<file path="src/rtl/mlfq_pkg.sv">
// Package for the multilevel feedback queue scheduler.
// Holds sizes, codes, state and payload types; no dependencies.
`default_nettype none
package mlfq_pkg;

  localparam int MAX_JOBS   = 16;
  localparam int MAX_LEVELS = 8;
  localparam int SLOT_W     = $clog2(MAX_JOBS);
  localparam int LVL_W      = $clog2(MAX_LEVELS);
  localparam int CNT_W      = SLOT_W + 1;
  localparam int QADDR_W    = LVL_W + SLOT_W;
  localparam int QDEPTH     = MAX_LEVELS * MAX_JOBS;

  localparam logic [0:0] FUNC_ADD  = 1'b0;
  localparam logic [0:0] FUNC_TICK = 1'b1;

  localparam logic [0:0] CFG_NUM_LEVELS = 1'b0;
  localparam logic [0:0] CFG_ALLOTMENT  = 1'b1;

  localparam logic [3:0]  NUM_LEVELS_RST = 4'd3;
  localparam logic [7:0]  ALLOTMENT_RST  = 8'd5;
  localparam logic [15:0] TIME_MAX       = 16'hFFFF;

  typedef struct packed {
    logic [0:0]  func;
    logic [7:0]  job_id;
    logic [15:0] start_time;
    logic [15:0] run_length;
  } in_item_t;

  typedef struct packed {
    logic        add_accepted;
    logic        ran;
    logic [7:0]  run_id;
    logic [2:0]  run_level;
    logic        job_done;
    logic        job_demoted;
    logic [15:0] time_now;
    logic        idle;
  } out_item_t;

  typedef enum logic [2:0] {
    ST_IDLE,
    ST_SCAN_RD,
    ST_SCAN_CMP,
    ST_SH_RD,
    ST_SH_WR,
    ST_PUSH,
    ST_FINISH
  } eng_state_t;

endpackage
`default_nettype wire

</file>
<file path="src/rtl/mlfq_scheduler.sv">
// Top level of the multilevel feedback queue scheduler.
// Instantiates mlfq_front and mlfq_engine; depends on mlfq_pkg.
`default_nettype none
// The block keeps up to 16 jobs in 8 FIFO priority levels. An add transaction
// stores a job at the tail of level 0. A tick transaction scans the levels
// from level 0 down, reading each queued slot number from the level queue
// memory through its single registered read port before its start time can be
// compared. Removing a job from the middle of a level moves each later entry
// up by one, and a job that ran and is not done is then re-queued. A two-entry
// input queue takes new transactions while the sequencer works, and the
// result register holds a finished transaction while the next one proceeds.
// Configuration is written through cfg_we, cfg_index and cfg_wdata; the user
// must do so only while the block is idle, which the block itself does not
// enforce.
module mlfq_scheduler import mlfq_pkg::*; (
  input  wire logic       clk,
  input  wire logic       rst_n,
  input  wire logic       cfg_we,
  input  wire logic [0:0] cfg_index,
  input  wire logic [7:0] cfg_wdata,
  input  wire logic       in_valid,
  output logic            in_stall,
  input  wire in_item_t   in_data,
  output logic            out_valid,
  input  wire logic       out_stall,
  output out_item_t       out_data
);

  // Transactions queued between the front and the sequencer.
  logic     deq_valid;
  logic     deq_ready;
  in_item_t deq_data;

  mlfq_front u_front (
    .clk       (clk),
    .rst_n     (rst_n),
    .in_valid  (in_valid),
    .in_stall  (in_stall),
    .in_data   (in_data),
    .deq_valid (deq_valid),
    .deq_ready (deq_ready),
    .deq_data  (deq_data)
  );

  mlfq_engine u_engine (
    .clk       (clk),
    .rst_n     (rst_n),
    .cfg_we    (cfg_we),
    .cfg_index (cfg_index),
    .cfg_wdata (cfg_wdata),
    .deq_valid (deq_valid),
    .deq_ready (deq_ready),
    .deq_data  (deq_data),
    .out_valid (out_valid),
    .out_stall (out_stall),
    .out_data  (out_data)
  );

endmodule
`default_nettype wire

</file>
<file path="src/rtl/mlfq_front.sv">
// Front end of the scheduler: a two-entry transaction queue.
// Depends on mlfq_pkg for the input item type.
`default_nettype none
module mlfq_front import mlfq_pkg::*; (
  input  wire logic     clk,
  input  wire logic     rst_n,
  input  wire logic     in_valid,
  output logic          in_stall,
  input  wire in_item_t in_data,
  output logic          deq_valid,
  input  wire logic     deq_ready,
  output in_item_t      deq_data
);

  in_item_t   buf_r [2];
  logic       wr_ptr_r, rd_ptr_r;
  logic [1:0] cnt_r;
  logic       push, pop;

  assign in_stall  = (cnt_r == 2'd2);
  assign deq_valid = (cnt_r != 2'd0);
  assign deq_data  = buf_r[rd_ptr_r];
  assign push      = in_valid && !in_stall;
  assign pop       = deq_valid && deq_ready;

  always_ff @(posedge clk) begin
    if (!rst_n) begin
      wr_ptr_r <= 1'b0;
      rd_ptr_r <= 1'b0;
      cnt_r    <= 2'd0;
    end else begin
      if (push) wr_ptr_r <= !wr_ptr_r;
      if (pop)  rd_ptr_r <= !rd_ptr_r;
      cnt_r <= 2'(cnt_r + {1'b0, push} - {1'b0, pop});
    end
  end

  always_ff @(posedge clk) begin
    if (push) buf_r[wr_ptr_r] <= in_data;
  end

endmodule
`default_nettype wire

</file>
<file path="src/rtl/mlfq_engine.sv">
// Back end of the scheduler: job table, level queue memory, pick sequencer
// and the result register. Depends on mlfq_pkg.
`default_nettype none
module mlfq_engine import mlfq_pkg::*; (
  input  wire logic       clk,
  input  wire logic       rst_n,
  input  wire logic       cfg_we,
  input  wire logic [0:0] cfg_index,
  input  wire logic [7:0] cfg_wdata,
  input  wire logic       deq_valid,
  output logic            deq_ready,
  input  wire in_item_t   deq_data,
  output logic            out_valid,
  input  wire logic       out_stall,
  output out_item_t       out_data
);

  localparam logic [LVL_W-1:0] LAST_LVL = LVL_W'(MAX_LEVELS - 1);

  eng_state_t state_r, state_nxt;

  logic [3:0]  num_levels_r;
  logic [7:0]  allot_cfg_r;
  logic [15:0] time_r;

  logic [MAX_JOBS-1:0] slot_used_r;
  logic [7:0]          job_ident_r     [MAX_JOBS];
  logic [15:0]         job_start_r     [MAX_JOBS];
  logic [15:0]         job_remaining_r [MAX_JOBS];
  logic [7:0]          job_allot_r     [MAX_JOBS];
  logic [SLOT_W-1:0]   head_r          [MAX_LEVELS];
  logic [CNT_W-1:0]    count_r         [MAX_LEVELS];

  logic [SLOT_W-1:0] qmem [QDEPTH];
  logic [SLOT_W-1:0] q_rdata_r;
  logic              q_we;
  logic [QADDR_W-1:0] q_waddr, q_raddr;
  logic [SLOT_W-1:0] q_wdata;

  logic [LVL_W-1:0]  lvl_r, nl_r;
  logic [CNT_W-1:0]  k_r, m_r, old_cnt_r;
  logic [SLOT_W-1:0] slot_r;
  logic              done_r;
  logic [15:0]       tnow_r;
  out_item_t         res_r;
  logic              out_valid_r;
  out_item_t         out_data_r;

  logic [SLOT_W-1:0] cur_head;
  logic [CNT_W-1:0]  cur_cnt;
  logic [SLOT_W-1:0] free_slot;
  logic              have_free;
  logic              hit;
  logic              need_shift;
  logic              fin_done;
  logic              take;
  logic [7:0]        eff_allot;
  logic [3:0]        eff_levels;
  logic [LVL_W-1:0]  nl;
  out_item_t         res_start;
  out_item_t         res_hit;
  out_item_t         res_fin;

  assign cur_head  = head_r[lvl_r];
  assign cur_cnt   = count_r[lvl_r];
  assign hit       = (job_start_r[q_rdata_r] <= tnow_r);
  assign need_shift = (k_r != '0) && (5'(k_r + 5'd1) < cur_cnt);
  assign fin_done  = (job_remaining_r[q_rdata_r] <= 16'd1);
  assign take      = !out_valid_r || !out_stall;
  assign eff_allot = (allot_cfg_r == 8'd0) ? 8'd1 : allot_cfg_r;
  assign eff_levels = (num_levels_r == 4'd0) ? 4'd1 :
                      (num_levels_r > 4'(MAX_LEVELS)) ? 4'(MAX_LEVELS) : num_levels_r;
  assign nl = (4'({1'b0, lvl_r} + 4'd1) < eff_levels) ? LVL_W'(lvl_r + 1'b1) : lvl_r;

  always_comb begin
    free_slot = '0;
    have_free = 1'b0;
    for (int i = MAX_JOBS - 1; i >= 0; i--) begin
      if (!slot_used_r[i]) begin
        free_slot = SLOT_W'(i);
        have_free = 1'b1;
      end
    end
  end

  // Result fields as they stand when a transaction starts, when a job is
  // picked and when the result is handed over.
  always_comb begin
    res_start              = '0;
    res_start.add_accepted = (deq_data.func == FUNC_ADD) && have_free;
  end

  always_comb begin
    res_hit             = res_r;
    res_hit.ran         = 1'b1;
    res_hit.run_id      = job_ident_r[q_rdata_r];
    res_hit.run_level   = 3'(lvl_r);
    res_hit.job_done    = fin_done;
    res_hit.job_demoted = !fin_done && (job_allot_r[q_rdata_r] <= 8'd1);
  end

  always_comb begin
    res_fin          = res_r;
    res_fin.time_now = tnow_r;
    res_fin.idle     = (slot_used_r == '0);
  end

  always_comb begin
    state_nxt = state_r;
    deq_ready = 1'b0;
    q_we      = 1'b0;
    q_waddr   = '0;
    q_wdata   = '0;
    q_raddr   = '0;
    unique case (state_r)
      ST_IDLE: begin
        if (deq_valid) begin
          deq_ready = 1'b1;
          if (deq_data.func == FUNC_ADD) begin
            state_nxt = ST_FINISH;
            if (have_free) begin
              q_we    = 1'b1;
              q_waddr = {LVL_W'(0), SLOT_W'(head_r[0] + count_r[0][SLOT_W-1:0])};
              q_wdata = free_slot;
            end
          end else begin
            state_nxt = ST_SCAN_RD;
          end
        end
      end
      ST_SCAN_RD: begin
        if (k_r >= cur_cnt) begin
          if (lvl_r == LAST_LVL) state_nxt = ST_FINISH;
        end else begin
          q_raddr   = {lvl_r, SLOT_W'(cur_head + k_r[SLOT_W-1:0])};
          state_nxt = ST_SCAN_CMP;
        end
      end
      ST_SCAN_CMP: begin
        if (hit) begin
          if (need_shift)    state_nxt = ST_SH_RD;
          else if (fin_done) state_nxt = ST_FINISH;
          else               state_nxt = ST_PUSH;
        end else begin
          state_nxt = ST_SCAN_RD;
        end
      end
      ST_SH_RD: begin
        q_raddr   = {lvl_r, SLOT_W'(cur_head + m_r[SLOT_W-1:0] + 1'b1)};
        state_nxt = ST_SH_WR;
      end
      ST_SH_WR: begin
        q_we    = 1'b1;
        q_waddr = {lvl_r, SLOT_W'(cur_head + m_r[SLOT_W-1:0])};
        q_wdata = q_rdata_r;
        if (5'(m_r + 5'd2) < old_cnt_r) state_nxt = ST_SH_RD;
        else if (done_r)               state_nxt = ST_FINISH;
        else                           state_nxt = ST_PUSH;
      end
      ST_PUSH: begin
        q_we      = 1'b1;
        q_waddr   = {lvl_r, SLOT_W'(cur_head + cur_cnt[SLOT_W-1:0])};
        q_wdata   = slot_r;
        state_nxt = ST_FINISH;
      end
      ST_FINISH: begin
        if (take) state_nxt = ST_IDLE;
      end
      default: state_nxt = ST_IDLE;
    endcase
  end

  // Queue memory: one write and one registered read per cycle.
  always_ff @(posedge clk) begin
    if (q_we) qmem[q_waddr] <= q_wdata;
    q_rdata_r <= qmem[q_raddr];
  end

  // Control state.
  always_ff @(posedge clk) begin
    if (!rst_n) begin
      state_r      <= ST_IDLE;
      num_levels_r <= NUM_LEVELS_RST;
      allot_cfg_r  <= ALLOTMENT_RST;
      time_r       <= '0;
      slot_used_r  <= '0;
      out_valid_r  <= 1'b0;
      for (int l = 0; l < MAX_LEVELS; l++) begin
        head_r[l]  <= '0;
        count_r[l] <= '0;
      end
    end else begin
      state_r <= state_nxt;
      if (cfg_we) begin
        unique case (cfg_index)
          CFG_NUM_LEVELS: num_levels_r <= cfg_wdata[3:0];
          CFG_ALLOTMENT:  allot_cfg_r  <= cfg_wdata;
          default: ;
        endcase
      end
      if (state_r == ST_FINISH && take)   out_valid_r <= 1'b1;
      else if (out_valid_r && !out_stall) out_valid_r <= 1'b0;
      case (state_r)
        ST_IDLE: begin
          if (deq_valid) begin
            if (deq_data.func == FUNC_ADD) begin
              if (have_free) begin
                slot_used_r[free_slot] <= 1'b1;
                count_r[0] <= CNT_W'(count_r[0] + 1'b1);
              end
            end else if (time_r != TIME_MAX) begin
              time_r <= 16'(time_r + 16'd1);
            end
          end
        end
        ST_SCAN_CMP: begin
          if (hit) begin
            count_r[lvl_r] <= CNT_W'(cur_cnt - 1'b1);
            if (k_r == '0) head_r[lvl_r] <= SLOT_W'(cur_head + 1'b1);
            if (fin_done) slot_used_r[q_rdata_r] <= 1'b0;
          end
        end
        ST_PUSH: count_r[lvl_r] <= CNT_W'(cur_cnt + 1'b1);
        default: ;
      endcase
    end
  end

  // Job table and sequencer working registers.
  always_ff @(posedge clk) begin
    case (state_r)
      ST_IDLE: begin
        if (deq_valid) begin
          tnow_r <= time_r;
          lvl_r  <= '0;
          k_r    <= '0;
          res_r  <= res_start;
          if (deq_data.func == FUNC_ADD && have_free) begin
            job_ident_r[free_slot]     <= deq_data.job_id;
            job_start_r[free_slot]     <= deq_data.start_time;
            job_remaining_r[free_slot] <= deq_data.run_length;
            job_allot_r[free_slot]     <= eff_allot;
          end
        end
      end
      ST_SCAN_RD: begin
        if (k_r >= cur_cnt && lvl_r != LAST_LVL) begin
          lvl_r <= LVL_W'(lvl_r + 1'b1);
          k_r   <= '0;
        end
      end
      ST_SCAN_CMP: begin
        if (hit) begin
          slot_r    <= q_rdata_r;
          m_r       <= k_r;
          old_cnt_r <= cur_cnt;
          done_r    <= fin_done;
          res_r     <= res_hit;
          if (fin_done) begin
            job_remaining_r[q_rdata_r] <= '0;
          end else begin
            job_remaining_r[q_rdata_r] <= 16'(job_remaining_r[q_rdata_r] - 16'd1);
            if (job_allot_r[q_rdata_r] <= 8'd1) begin
              job_allot_r[q_rdata_r] <= eff_allot;
              nl_r                   <= nl;
              if (!need_shift) lvl_r <= nl;
            end else begin
              job_allot_r[q_rdata_r] <= 8'(job_allot_r[q_rdata_r] - 8'd1);
              nl_r                   <= lvl_r;
            end
          end
        end else begin
          k_r <= CNT_W'(k_r + 1'b1);
        end
      end
      ST_SH_WR: begin
        m_r <= CNT_W'(m_r + 1'b1);
        if (!(5'(m_r + 5'd2) < old_cnt_r)) lvl_r <= nl_r;
      end
      ST_FINISH: begin
        if (take) out_data_r <= res_fin;
      end
      default: ;
    endcase
  end

  assign out_valid = out_valid_r;
  assign out_data  = out_data_r;

endmodule
`default_nettype wire
</file>
<file path="config.mk">
export PLATFORM = sky130hd
export DESIGN_NAME = mlfq_scheduler
export DESIGN_NICKNAME = d
export VERILOG_FILES = /design/src/rtl/mlfq_pkg.sv /design/src/rtl/mlfq_scheduler.sv /design/src/rtl/mlfq_front.sv /design/src/rtl/mlfq_engine.sv
export SDC_FILE = /design/constraint.sdc
export NUM_CORES = 2
export LEC_CHECK = 0
export BUFFER_PORTS_ARGS = -buffer_cell sky130_fd_sc_hd__buf_2
export CORE_UTILIZATION = 55
export CTS_BUF_LIST = sky130_fd_sc_hd__clkbuf_16
export CTS_CLUSTER_DIAMETER = 150
export DETAILED_ROUTE_END_ITERATION = 10
export PLACE_DENSITY = 0.71
export SYNTH_ARGS = -nofsm -noshare
export SYNTH_HDL_FRONTEND = slang
export SYNTH_SLANG_ARGS = --single-unit
</file>
<file path="constraint.sdc">
create_clock -name clk -period 26.9 [get_ports clk]
set_input_delay 2.69 -clock clk [delete_from_list [all_inputs] [get_ports clk]]
set_output_delay 2.69 -clock clk [all_outputs]
set_load 0.005 [all_outputs]
</file>
==> results.yml <==
run_status:
  status: "completed"
setup_path:
  crit_path_cell_trace: "buf_12 -> buf_4 -> mux4_2 -> mux4_2 -> ha_1 -> a211o_1 -> a211oi_1 -> a21oi_1 -> nor3_1 -> o21ai_2 -> buf_4 -> clkinv_1 -> buf_4 -> nand2_4 -> inv_2 -> nand2_1 -> o21ai_0 -> buf_4"
  rr_startpoint: "u_engine.q_rdata_r[0]"
  ff2ff_path_depth: 18
  path_buf_inv: 7
  setup.worst_path.class: "flop to flop"
  start_kind: "flop"
  slowest_delay_ns: 0.96
  cpMaxStageDelayCell: "o21ai_0"
  endpoint_kind: "flop"
  cp_data_required_time_ns: 27.51
  path_delay_family: "buffers and inverters"
  cp.arrival_ns: 8.19
  rr_endpoint: "u_engine.job_allot_r[13][2]"
  crit_path_frequent_cell: "buf_4"
  critPathMaxFanout: 112
  rrSetupSlack_ns: 19.32
layout:
  syn_to_final_growth_pct: 11.3
  final-instance-count-excl-fill: 5740
  regArea_mm2: 0.0469
  mostFrequentLayoutCells: "1523 x edfxtp_1, 515 x nand2_1, 276 x nor2_1, 258 x mux4_2, 158 x clkbuf_16"
  fillCellCount: 8232
  final_net_count: 4214
  drive_gt1_share_pct: 17.4
  multiInputGateArea_mm2: 0.0169
  final_common_cell: "edfxtp_1"
floorplan:
  core_area_mm2: 0.116
  rows: 125
  io_pins: 89
  dieArea_mm2: 0.119
  die_h_um: 345
  initial_utilization_pct: 55.5
  dieWidth_um: 345
detailed_routing:
  vias: 36100
  via_per_inst: 6.28
  first_pass_iters: 7
  postRouteAntennaNets: 0
  routed_wl_mm: 152
  drcViolationCount: 0
  drt_iter0_drc: 4269
  routedWlPerCell_um: 26.5
sta:
  setup_violations: 0
  finalHoldViolations: 0
  drv_slew: 0
  min_period_ns: 7.58
  setup_tns_ns: 0
  min_period_over_period_pct: 28.2
  fin_ws_ns: 19.32
  max_freq_mhz: 132
  skew_ns: 0.0355
  rsz0062_at_grt: "no"
  worst_slew_pin_slew_ns: 1.26
  holdWs_ns: 0.426
  slew_headroom_pct: 15.8
placed_design:
  dp.cells: 5455
  place_ws_ns: 19.45
  globalplace.congestion: 0.882
  hpwl_mm: 90.4
  port-buffer-count: 88
grt:
  antenna_found_initial: 6
  gr-total-overflow: 0
  track_usage_pct: 25.8
  grt_pass1_vias: 35500
  grt_busiest_layer: "met2"
  use_met3_pct: 4.89
  grt.met2_usage_pct: 40.8
  grt_max_degree: 152
  use_met1_pct: 36.9
  grt_pass1_wl_mm: 226
power_and_ir_drop:
  peakVddDrop_uv: 67.6
  power.density_mw_per_mm2: 106
  fin_total_pwr_mw: 7.63
  power.leakage_nw: 23.8
worst_hold_path:
  hp-start: "u_engine.res_fin[24]"
  hold_end: "u_engine.out_data[24]"
  holdPathStages: 0
  hp-class: "flop to flop"
yosys:
  netlist_instances: 3983
  yosysWarnings: 0
  synthesis.nets: 4107
  synthFlopType: "edfxtp_1"
  netlist_area_mm2: 0.0646
  synth-seq-cells: 1583
  ys_async_sr_fraction_pct: 0
  ys_seq_area_share_pct: 72.6
  synth_edf_count: 1523
  syn_avg_cell_area_um2: 16.2
  yosysUniqueCellTypes: 80
clock_tree:
  cts_buffer_depth: 3
  cts_resized: 0
  clk_latency_ns: 0.78
  path_clk_slew_ns: 0.06
  clock_sinks: 1583
  hold_buffers: 0
  cts_inserted_buffers: 157
  post-cts-setup-buffer-count: 0
  htreeDepth: 4
  root_buffer: "clkbuf_16"
  cts_tree: "yes"
flow_run:
  cap_violations: 0
[synthesized netlist by cell type (45+ instances only)]
cell,n,area share [%]
inv_1,61,0.35
xnor2_1,45,0.61
and3_1,91,0.88
a21oi_1,64,0.50
ha_1,64,1.2
clkbuf_1,146,0.85
nor2_1,309,1.8
edfxtp_1,1523,71
a211oi_1,52,0.60
mux2i_1,54,0.84
a31oi_1,53,0.51
o21ai_0,66,0.51
nand3_1,118,0.91
nand2_1,517,3.0
mux4_2,258,9.0
dfxtp_1,60,1.9
[registers in the layout (all words and copies together) (netlist names), 32 cells and up, named ones only]
name / flops
u_engine.count_r: 40
u_engine.head_r: 32
u_engine.job_allot_r: 128
u_engine.job_ident_r: 128
u_engine.job_remaining_r: 256
u_engine.job_start_r: 256
u_engine.out_data: 32
u_engine.qmem: 512
u_front.buf_r: 82
[stage by stage]
stage	area (µm²)	utilization [%]
floorplan	64600	-
finish	71900	61.8
CTS	71900	61.8
detailed placement	67000	57.6
global placement	67000	57.6
global route	71900	61.8
[kinds of logic after synthesis]
group,Yosys count,synth area share [%]
XOR/XNOR,68,0.943
AO/OA/AOI/OAI,445,4.69
adder cells (fa/ha/maj),69,1.39
flip-flops,1583,72.6
buffers and inverters,275,1.69
multiplexers,347,10.5
AND/OR/NAND/NOR,1196,8.18
[routing by layer]
layer / part of all wire, % / vias up
li1: - / 15700
met1: 41 / 18300
met2: 48 / 1774
met3: 9.0 / 258
met4: 2.5 / 0
met5: 0 / -
[worst register-to-register path, stage by stage (launching register included)]
cell and delay, ns:
dfxtp_4 0.43, buf_12 0.49, buf_4 1.16, mux4_2 0.61
mux4_2 0.48, ha_1 0.32, a211o_1 0.29, a211oi_1 0.23
a21oi_1 0.11, nor3_1 0.23, o21ai_2 0.09, buf_4 0.23
clkinv_1 0.09, buf_4 0.43, nand2_4 0.23, inv_2 0.33
nand2_1 0.37, o21ai_0 0.97, buf_4 0.32
[worst max path at each step]
stage,start,end,slack [ns],cells past startpoint
after floorplan,u_engine.state_r[2],u_engine.qmem[0][3],17.55,5
after global placement,u_engine.q_rdata_r[0],u_engine.job_allot_r[13][0],19.42,17
after detailed placement,u_engine.q_rdata_r[0],u_engine.job_allot_r[13][0],19.45,17
after CTS,u_engine.q_rdata_r[0],u_engine.job_allot_r[15][0],19.36,17
after global routing,u_engine.q_rdata_r[0],u_engine.job_allot_r[7][2],18.76,18
final,u_engine.q_rdata_r[0],u_engine.job_allot_r[13][2],19.32,18
[power breakdown]
part / total, mW / internal [mW] / switching, mW
Clock: 2.09 / 1.15 / 0.932
Sequential: 3.20 / 3.08 / 0.119
Combinational: 2.34 / 0.879 / 1.46
[layout make-up]
class	count	area share, %
antenna	4	0.0139
clock buffer	158	5.50
timing repair buffer	158	1.40
multi-input combinational	2125	23.5
inverter	65	0.345
clock inverter	123	1.33
sequential	1583	65.3
tap	1524	2.65
Note: power is estimated with default switching activity, not from simulation.
